File: config.mk
export PLATFORM = sky130hd
export DESIGN_NAME = mt64cg_queue
export DESIGN_NICKNAME = d
export VERILOG_FILES = /design/src/hw/rtl/mt64cg_pkg.sv /design/src/hw/rtl/mt64cg_queue.sv
export SDC_FILE = /design/constraint.sdc
export NUM_CORES = 1
export LEC_CHECK = 0
export BUFFER_PORTS_ARGS = -buffer_cell sky130_fd_sc_hd__buf_2
export CAP_MARGIN = 20
export CORE_ASPECT_RATIO = 0.7
export CORE_UTILIZATION = 45
export DETAILED_ROUTE_END_ITERATION = 10
export PLACE_DENSITY = 0.7
export SLEW_MARGIN = 20
export SYNTH_ARGS = -nofsm -noshare
export SYNTH_HDL_FRONTEND = slang
export SYNTH_SLANG_ARGS = --single-unit
File: constraint.sdc
create_clock -name clk -period 4.65 [get_ports clk]
set_clock_uncertainty 0.15 [all_clocks]
set_input_delay 0.465 -clock clk [delete_from_list [all_inputs] [get_ports clk]]
set_output_delay 0.465 -clock clk [all_outputs]
set_load 0.02 [all_outputs]
File: src/hw/rtl/mt64cg_pkg.sv
// shared constants, types and command codes for the mt64 chunk generator
`default_nettype none
package mt64cg_pkg;

  localparam int TW_N  = 312;
  localparam int TW_M  = 156;
  localparam int POS_W = $clog2(TW_N);

  localparam logic [63:0] TW_MATRIX   = 64'hB502_6F5A_A966_19E9;
  localparam logic [63:0] TW_UPPER    = 64'hFFFF_FFFF_8000_0000;
  localparam logic [63:0] TW_LOWER    = 64'h0000_0000_7FFF_FFFF;
  localparam logic [63:0] TW_INIT_MUL = 64'd6364136223846793005;

  localparam int DEF_MAX_CHUNK_BYTES = 65536;

  localparam int BYTES_W     = 17;
  localparam int IN_TDATA_W  = 152;
  localparam int OUT_TDATA_W = 72;

  localparam int Q_DEPTH = 2;
  localparam int Q_IDX_W = $clog2(Q_DEPTH);
  localparam int Q_CNT_W = $clog2(Q_DEPTH + 1);

  // command codes, also used as the queued operation kind
  typedef enum logic {
    OP_START = 1'b0,
    OP_DRAW  = 1'b1
  } op_kind_t;

  typedef struct packed {
    op_kind_t    kind;
    logic [63:0] seed;
    logic [3:0]  take;
    logic        last;
  } op_t;

  typedef struct packed {
    logic full;
    logic empty;
  } q_status_t;

endpackage
`default_nettype wire

File: src/hw/rtl/mt64cg_queue.sv
// short operation queue between the command front end and the twister engine
`default_nettype none
module mt64cg_queue (
  input  logic                  clk,
  input  logic                  rst,
  input  logic                  push,
  input  mt64cg_pkg::op_t       push_op,
  input  logic                  pop,
  output mt64cg_pkg::op_t       head_op,
  output mt64cg_pkg::q_status_t status
);
  import mt64cg_pkg::*;

  op_t                entries [Q_DEPTH];
  logic [Q_IDX_W-1:0] wr_ptr;
  logic [Q_IDX_W-1:0] rd_ptr;
  logic [Q_CNT_W-1:0] count;

  assign head_op      = entries[rd_ptr];
  assign status.full  = (count == Q_CNT_W'(Q_DEPTH));
  assign status.empty = (count == '0);

  always_ff @(posedge clk) begin
    if (push) begin
      entries[wr_ptr] <= push_op;
    end
    if (rst) begin
      wr_ptr <= '0;
      rd_ptr <= '0;
      count  <= '0;
    end else begin
      if (push) begin
        wr_ptr <= (wr_ptr == Q_IDX_W'(Q_DEPTH - 1)) ? '0 : wr_ptr + 1'b1;
      end
      if (pop) begin
        rd_ptr <= (rd_ptr == Q_IDX_W'(Q_DEPTH - 1)) ? '0 : rd_ptr + 1'b1;
      end
      if (push && !pop) begin
        count <= count + 1'b1;
      end else if (pop && !push) begin
        count <= count - 1'b1;
      end
    end
  end

endmodule
`default_nettype wire

==> out/metrics.yaml <==
rows: 32
seq_area_um2: 4310
drive_gt1_frac: 0.604
final-hold-violation-count: 0
finalWorstSetupSlack_ns: 2.02
ys_ff_latch: 145
synthTopCellsByCount: "edfxtp_1 (140), mux2_2 (70), buf_6 (7)"
fin_area_um2: 6740
synth_top_area_share: 0.796
hold_class: "in -> reg"
yosysSeqAreaShare: 0.815
p_int_mw: 2.56
synth_ff_type: "edfxtp_1"
synth_edf_count: 140
grt_max_degree: 71
antenna_found_initial: 1
yosysMostFrequentCell: "edfxtp_1"
cts.sinks: 145
yosysWarnings: 0
fin_crit_sh: 0.565
pwr-share-comb: 0.103
p_per_area_nw_per_um2: 487
ys_async_sr_fraction: 0
clock_latency_ns: 0.40
ir_drop_uv: 301
setup_viol: 0
syn_to_final_growth_pct: 27.6
ys_top_cells_by_area: "edfxtp_1 (80%), mux2_2 (15%), dfxtp_1 (1.9%), buf_6 (1.5%), nor2_1 (0.36%)"
dp_hpwl_um: 5670
pre_cts_ws_ns: 2.44
synth_top_area_cell: "edfxtp_1"
power_switching_share: 0.221
synth_cell_types: 16
clkTransAtPathRegs_ns: 0.06
slew_viol_final: 0
dp.cells: 531
ctsHoldBuffers: 0
drc_errors: 0
drt_iter0_markers: 122
cts_tree: "built"
fmax_ghz: 0.381
syn_area_per_cell_um2: 22.0
tightest_slew_ns: 0.959
fill_cells: 866
layout.nets: 472
synth_fp_nets: 315
critPathMaxFanout: 70
synth_cells: 240
post-route-min-period_ns: 2.63
stdcell_count: 563
drt_wl_total_um: 9290
io_buffers: 145
p_clk_frac: 0.420
drtPass1Iterations: 4
hold_start: "push_op[32]"
holdWs_ns: 0.0960
leakagePower_nw: 2.54
vias: 2682
antenna_left: 0
die_y_um: 92.7
status: "complete, no violations"
reg2reg_slack_ns: 2.87
die_area_um2: 12200
switchingPower_mw: 0.727
final_util: 0.601
ctsRootBufferMaster: "clkbuf_16"
core_area_um2: 11200
synthesis.area_um2: 5280
initial_core_util: 0.471
grt_setup_unrepaired: "false"
p_total_mw: 3.28
cp-end-kind: "primary output"
fp.dieW_um: 132
slew_headroom: 0.360
drv_cap: 0
final.setup.tns_ns: 0
clockBufferDepth: 2
grt_usage: 0.160
regToRegStartpoint: "wr_ptr$_SDFFE_PP0P_"
numCtsBuffers: 17
routedWlPerCell_um: 16.5
post_cts_buffers: 0
overflow: 0
seqPwrFrac: 0.477
grt_pass1_vias: 2781
place_area_um2: 6140
worstSetupPathType: "reg -> out"
gp_congestion: 0.728
cp.required_ns: 4.03
via_per_inst: 4.76
multi_input_area_um2: 902
start_kind: "register"
cts.repair.resized: 0
cp.arrival_ns: 2.01
htreeDepth: 4
grt_first_pass_wirelength_um: 14200
ios: 146
-- worst paths after layout --
path	endpoint	depth (start not counted)
max	head_op[61]	2
min	entries[0][32]$_DFFE_PP_	1
max reg2reg	entries[1][0]$_DFFE_PP_	1
min reg2reg	count[1]$_SDFFE_PP0P_	2
-- kinds of logic after synthesis --
logic type               Yosys count  synth area share
AO/OA/AOI/OAI                      2           0.00189
XOR/XNOR                           4           0.00663
adder cells (fa/ha/maj)            1           0.00237
buffers and inverters              9            0.0166
flip-flops                       145             0.815
multiplexers                      70             0.149
AND/OR/NAND/NOR                    9           0.00876
-- cell type report --
| class | instances | area share |
|---|---|---|
| flip-flops and latches | 145 | 0.639 |
| multi-input cells | 86 | 0.134 |
| repair buffers | 146 | 0.109 |
| clock buffers | 19 | 0.0642 |
| well taps | 153 | 0.0284 |
| clock inverters | 12 | 0.0247 |
| inverters | 1 | 0.000557 |
| diodes | 1 | 0.000371 |
-- per-layer routing --
layer  routed length (um)  vias up  global-route usage
met4                   45        2              0.0688
met3                  888        6              0.0783
met1                 3950     1303               0.190
met2                 4390      115               0.247
li1                     -     1256                   -
met5                   13        -                   0
-- layout by cell type, fill, tap and decap left out --
cell type,count
a21oi_1,1
and2_4,1
and2b_2,1
buf_2,145
buf_4,1
bufinv_16,4
clkbuf_1,2
clkbuf_16,17
clkinv_1,2
clkinv_2,3
clkinv_4,1
clkinvlp_4,2
dfxtp_1,4
dfxtp_4,1
diode_2,1
edfxtp_1,140
ha_1,1
inv_1,1
mux2_2,70
nor2_1,5
nor2b_4,1
o21ai_0,1
or3_1,1
xnor2_1,2
xor2_1,2
-- worst max-delay path: stages (launching register included) --
cell and delay (ns):
dfxtp_4 0.96, mux2_2 0.43, buf_2 0.17
-- flip-flops by register name, summed over array words and instances, names as in the netlist, named ones only --
| name | count |
|---|---|
| rd_ptr | 1 |
| entries | 140 |
| count | 2 |
| wr_ptr | 1 |
-- power groups by stage --
stage | Clock [mW] | Combinational (mW) | Sequential [mW]
CTS | 1.41 | 0.342 | 1.57
floorplan | 0 | 0.244 | 1.57
global route | 1.46 | 0.361 | 1.58
finish | 1.38 | 0.337 | 1.57
global placement | 0 | 0.335 | 1.59
detailed placement | 0 | 0.340 | 1.60
(Power assumes the default switching activity.)
