$ cat src/hw/rtl/mt64cg_pkg.sv
// shared constants, types and command codes for the mt64 chunk generator
`default_nettype none
package mt64cg_pkg;

  localparam int TW_N  = 312;
  localparam int TW_M  = 156;
  localparam int POS_W = $clog2(TW_N);

  localparam logic [63:0] TW_MATRIX   = 64'hB502_6F5A_A966_19E9;
  localparam logic [63:0] TW_UPPER    = 64'hFFFF_FFFF_8000_0000;
  localparam logic [63:0] TW_LOWER    = 64'h0000_0000_7FFF_FFFF;
  localparam logic [63:0] TW_INIT_MUL = 64'd6364136223846793005;

  localparam int DEF_MAX_CHUNK_BYTES = 65536;

  localparam int BYTES_W     = 17;
  localparam int IN_TDATA_W  = 152;
  localparam int OUT_TDATA_W = 72;

  localparam int Q_DEPTH = 2;
  localparam int Q_IDX_W = $clog2(Q_DEPTH);
  localparam int Q_CNT_W = $clog2(Q_DEPTH + 1);

  // command codes, also used as the queued operation kind
  typedef enum logic {
    OP_START = 1'b0,
    OP_DRAW  = 1'b1
  } op_kind_t;

  typedef struct packed {
    op_kind_t    kind;
    logic [63:0] seed;
    logic [3:0]  take;
    logic        last;
  } op_t;

  typedef struct packed {
    logic full;
    logic empty;
  } q_status_t;

endpackage
`default_nettype wire

$ cat src/hw/rtl/mt64cg_front.sv
// command front end: byte accounting, seed sum and operation issue
`default_nettype none
module mt64cg_front #(
  parameter int MAX_CHUNK_BYTES = mt64cg_pkg::DEF_MAX_CHUNK_BYTES
) (
  input  logic                              clk,
  input  logic                              rst,
  input  logic                              s_tvalid,
  output logic                              s_tready,
  input  logic [mt64cg_pkg::IN_TDATA_W-1:0] s_tdata,
  input  logic                              s_tuser,
  input  mt64cg_pkg::q_status_t             q_status,
  output logic                              push,
  output mt64cg_pkg::op_t                   push_op
);
  import mt64cg_pkg::*;

  localparam logic [31:0] MaxBytes32 = 32'(MAX_CHUNK_BYTES);

  logic [BYTES_W-1:0] bytes_left;
  logic [BYTES_W-1:0] bytes_left_next;
  logic [63:0]        owner_id;
  logic [63:0]        chunk_seq;
  logic [BYTES_W-1:0] chunk_bytes;
  logic [BYTES_W-1:0] chunk_sat;
  logic [3:0]         take;
  logic               accept;
  op_kind_t           kind;

  assign owner_id    = s_tdata[63:0];
  assign chunk_seq   = s_tdata[127:64];
  assign chunk_bytes = s_tdata[144:128];
  assign kind        = op_kind_t'(s_tuser);

  assign s_tready = !q_status.full;
  assign accept   = s_tvalid && s_tready;

  assign chunk_sat = ({15'd0, chunk_bytes} > MaxBytes32) ? MaxBytes32[BYTES_W-1:0]
                                                          : chunk_bytes;
  assign take = (bytes_left < BYTES_W'(8)) ? bytes_left[3:0] : 4'd8;
  assign bytes_left_next = bytes_left - BYTES_W'(take);

  // a draw with nothing left in the chunk is swallowed here
  assign push = accept && ((kind == OP_START) || (bytes_left != '0));

  always_comb begin
    push_op.kind = kind;
    push_op.seed = owner_id + chunk_seq;
    push_op.take = take;
    push_op.last = (bytes_left_next == '0);
  end

  always_ff @(posedge clk) begin
    if (rst) begin
      bytes_left <= '0;
    end else if (accept) begin
      if (kind == OP_START) begin
        bytes_left <= chunk_sat;
      end else if (bytes_left != '0) begin
        bytes_left <= bytes_left_next;
      end
    end
  end

endmodule
`default_nettype wire

$ cat config.mk
export PLATFORM = sky130hd
export DESIGN_NAME = mt64cg_front
export DESIGN_NICKNAME = d
export VERILOG_FILES = /design/src/hw/rtl/mt64cg_pkg.sv /design/src/hw/rtl/mt64cg_front.sv
export SDC_FILE = /design/constraint.sdc
export NUM_CORES = 1
export LEC_CHECK = 0
export ABC_CLOCK_PERIOD_IN_PS = 4700
export BUFFER_PORTS_ARGS = -buffer_cell sky130_fd_sc_hd__clkbuf_2
export CAP_MARGIN = 20
export CORE_MARGIN = 4
export CORE_UTILIZATION = 51
export CTS_BUF_LIST = sky130_fd_sc_hd__clkbuf_8
export DETAILED_ROUTE_END_ITERATION = 10
export PLACE_DENSITY = 0.93
export SETUP_SLACK_MARGIN = 0.4
export SKIP_CTS_REPAIR_TIMING = 1
export SYNTH_ARGS = -nofsm -noshare
export SYNTH_HDL_FRONTEND = slang
export SYNTH_SLANG_ARGS = --single-unit
$ cat constraint.sdc
create_clock -name clk -period 4.7 [get_ports clk]
set_input_delay 0.94 -clock clk [delete_from_list [all_inputs] [get_ports clk]]
set_output_delay 0.94 -clock clk [all_outputs]
set_load 0.02 [all_outputs]
==> key figures <==
Critical path
  – Slowest CP cell: or4_4
  – Worst Path Required: between 3 and 4 ns
  – Crit-path max FO: 4
  – WS Path Type: input pin to primary output
  – Worst path max stage delay: roughly 0.5 ns
  – Buf/Inv on CP: 2
  – Setup crit start kind: input pin
  – Crit. End Element: primary output
  – Critical path arrival: ~3.7 ns
  – Critical Path, Cell by Cell: buf_6 > ha_4 > a21oi_2 > o21ai_2 > or4_4 > o21a_1 > or4_4 > a2111oi_4 > nor2_2 > a311oi_4 > buf_6
  – Cell family with most CP delay: compound AO/OA/AOI/OAI gates

Power and ir drop
  – Max VDD drop: around 0.18 mV
  – Combinational share of power: 82.9%
  – Clock group share of total power: 6.6%
  – Net load switching power: 0.885 mW
  – Pleak: around 3.4 nW
  – Int Power: approximately 0.77 mW
  – Flop pwr share: 10.4%
  – Net Sw Frac: between 50% and 60%
  – PD cells: between 200 and 250 nW/um2

CTS
  – CTS clk-pin slew, worst paths: around 0.070 ns
  – Root Driver: clkbuf_8
  – Num CTS Buffers: 3
  – Clock Latency Late Sink: between 0.2 and 0.3 ns
  – TritonCTS clock tree: yes
  – Clock Sinks: 17
  – Clock Tree Buf Depth: 2
  – H-tree lvl count: 1

Yosys
  – Synth Instances: roughly 780
  – Syn_nets: between 1000 and 1500
  – Mapped Area: approximately 5300 um2
  – Post-Synth XOR/XNOR Area: 9.55%
  – Synth Area in Adders: around 15%
  – Syn avg cell area: 6.80 um2
  – Post-synthesis mux area share: less than 1%
  – Register bit count reported by yosys: 17
  – YS warnings: 0
  – EDFF count, synth: 0
  – Async set or reset register ratio after synthesis: 0%
  – Compound-Gate Fraction of Synth Area: a little over a third
  – Post-synth cell types: 77
  – Sequential area share after synthesis: ~6.4%
  – Area share of and/or/nand/nor cells after synthesis: a little over a quarter
  – Synth Flop Type: dfxtp_1
  – Largest family of logic cells by synthesized area: compound AO/OA/AOI/OAI gates

GRT
  – Gr busiest metal: met2
  – Met3 usage: under 10%
  – Initial antenna violation count: 0
  – Met1 usage: between 30% and 40%
  – Met2 Use GR: a little over half
  – Gr ovfl total: 0
  – Total track usage: between 20% and 30%
  – Vias in the first global route: roughly 6400
  – First-pass GRT wire length: around 29 mm
  – Largest net degree at the start of global routing: 25

Final layout
  – Commonest non-fill, non-tap cell in the layout: clkbuf_2
  – Synthesis-to-layout area growth: 42.1%
  – Commonest non-fill, non-tap cells in the layout: clkbuf_2 (198), a21oi_1 (77), nand2_1 (70)
  – Util after Layout: 73.9%
  – Layout cells sized above 1: 38.0%
  – Storage element area: between 300 and 400 um2
  – Finished Cell Area: 7560 um2
  – # fillers: approximately 750
  – Regs by FF count: bytes_left (17)
  – Footprint of the multi-input gates: 5430 um2
  – Biggest register: bytes_left
  – Final net count: approximately 1200
  – # diodes: 0
  – Max reg flops: 17

Routing
  – DRT iter0 DRCs: ~840
  – Via-per-instance ratio: ~6.5
  – Via count: around 7500
  – Routed length per instance: roughly 19 um
  – Drt pass-1 iters: 6
  – Final antenna-violating net count: 0
  – WL final: 21.4 mm
  – DRC viols: 0

Floorplanning
  – Initial core utilization: between 50% and 60%
  – Io pins: 230
  – Row count: 37
  – Die W: between 100 and 150 um
  – Core Area: 10200 um2
  – Die height: between 100 and 150 um
  – Die area: between 10000 and 15000 um2

STA
  – Tcrit/Tclk final: between 90% and 100%
  – RSZ-0062 raised after global routing: true
  – Slew @ Worst Pin: approximately 1.1 ns
  – Final Skew: roughly 0.0018 ns
  – Final setup viols: 0
  – Slew margin rel.: between 20% and 30%
  – Final Slew Violations: 0
  – Min Tclk post-route: around 4.6 ns
  – F_max: between 0.2 and 0.25 GHz
  – Final hold vios: 0

Run status
  – Run status: finished clean

Placed design
  – GP Congestion: approximately 0.96
  – IO Port Bufs: approximately 220
  – Post-DP HPWL: roughly 16 mm
  – Placed Area: around 6800 um2

Min path
  – Tightest Hold Check Type: register to register

Job
  – Max-Cap Viols: 0
[path summary, 6_finish.rpt]
check / from / end / slack [ns] / cells past startpoint
max: s_tdata[9] / push_op[41] / 0.08 / 11
max reg2reg: bytes_left[4]$_SDFFE_PP0P_ / bytes_left[14]$_SDFFE_PP0P_ / 1.53 / 11
min: bytes_left[15]$_SDFFE_PP0P_ / bytes_left[15]$_SDFFE_PP0P_ / 0.48 / 2
min reg2reg: bytes_left[15]$_SDFFE_PP0P_ / bytes_left[15]$_SDFFE_PP0P_ / 0.48 / 2
[through the flow]
step           setup TNS (ns)  power, mW  std cells  hold WS [ns]  setup WS [ns]
2_1_floorplan               0      0.993        782         0.458          0.332
3_3_place_gp          -0.0727       1.35       1128         0.470        -0.0565
3_5_place_dp                0       1.38       1128         0.472         0.0130
4_1_cts               -0.0107       1.49       1132         0.481        -0.0107
5_1_grt                     0       1.76       1143         0.557         0.0322
6_report                    0       1.66       1143         0.483         0.0816
[routing by layer]
layer	wire length, um	vias to the layer above
met5	0	-
met4	1080	0
met3	2220	117
met2	10100	554
met1	7970	3389
li1	-	3421
[worst register-to-register path: stages, from the launching register on]
cell and delay, ns:
dfxtp_1 0.36, or4_4 0.60, or3_4 0.39, nor3_4 0.24, inv_1 0.09, nand2_1 0.08, ha_1 0.23, o22ai_2 0.14
nor4b_4 0.20, and4b_1 0.23, a2111oi_2 0.41, nor3_1 0.10
[cell families (layout without fill, tap and decap cells)]
logic type                 count (synthesis)  count (layout)
AOI/OAI and AO/OA                        296             296
and+or+nand+nor                          281             281
adders and majority gates                 65              65
buffers and inverters                     62             287
xor gates and xnor gates                  58              58
DFF                                       17              17
muxes                                      2               2
other                                      1               1
[power groups by stage]
stage / clock (mW) / sequential (mW) / combinational, mW
2_1_floorplan: 0 / 0.168 / 0.825
3_3_place_gp: 0 / 0.174 / 1.18
3_5_place_dp: 0 / 0.175 / 1.20
4_1_cts: 0.109 / 0.172 / 1.21
5_1_grt: 0.114 / 0.175 / 1.47
6_report: 0.110 / 0.173 / 1.38
[cells in the mapped netlist (9+ instances only)]
| library cell | number | share of area [%] |
|---|---|---|
| a21oi_1 | 95 | 8.9 |
| clkbuf_1 | 38 | 2.7 |
| inv_1 | 18 | 1.3 |
| xnor2_1 | 33 | 5.4 |
| nor2b_1 | 10 | 1.2 |
| o211ai_1 | 9 | 1.3 |
| nor4_1 | 11 | 1.3 |
| nor3_1 | 19 | 1.8 |
| o21bai_1 | 11 | 1.6 |
| nor2_1 | 68 | 4.8 |
| o21a_1 | 12 | 1.7 |
| ha_1 | 64 | 15 |
| a211oi_1 | 13 | 1.8 |
| o21ai_1 | 11 | 1.0 |
| o21ai_0 | 40 | 3.8 |
| nand4_1 | 17 | 2.0 |
| dfxtp_1 | 17 | 6.4 |
| a21o_1 | 35 | 4.9 |
| nand3_1 | 18 | 1.7 |
| and3_1 | 12 | 1.4 |
| xor2_1 | 25 | 4.1 |
| nand2_1 | 76 | 5.4 |
[final cells by class]
| class | instances | share of cell area (%) |
|---|---|---|
| Multi-Input combinational cell | 703 | 71.8 |
| Timing Repair Buffer | 263 | 19.9 |
| Sequential cell | 17 | 4.50 |
| Tap cell | 136 | 2.25 |
| Inverter | 20 | 0.993 |
| Clock buffer | 3 | 0.546 |
| Clock inverter | 1 | 0.0496 |
(Power assumes the default switching activity.)
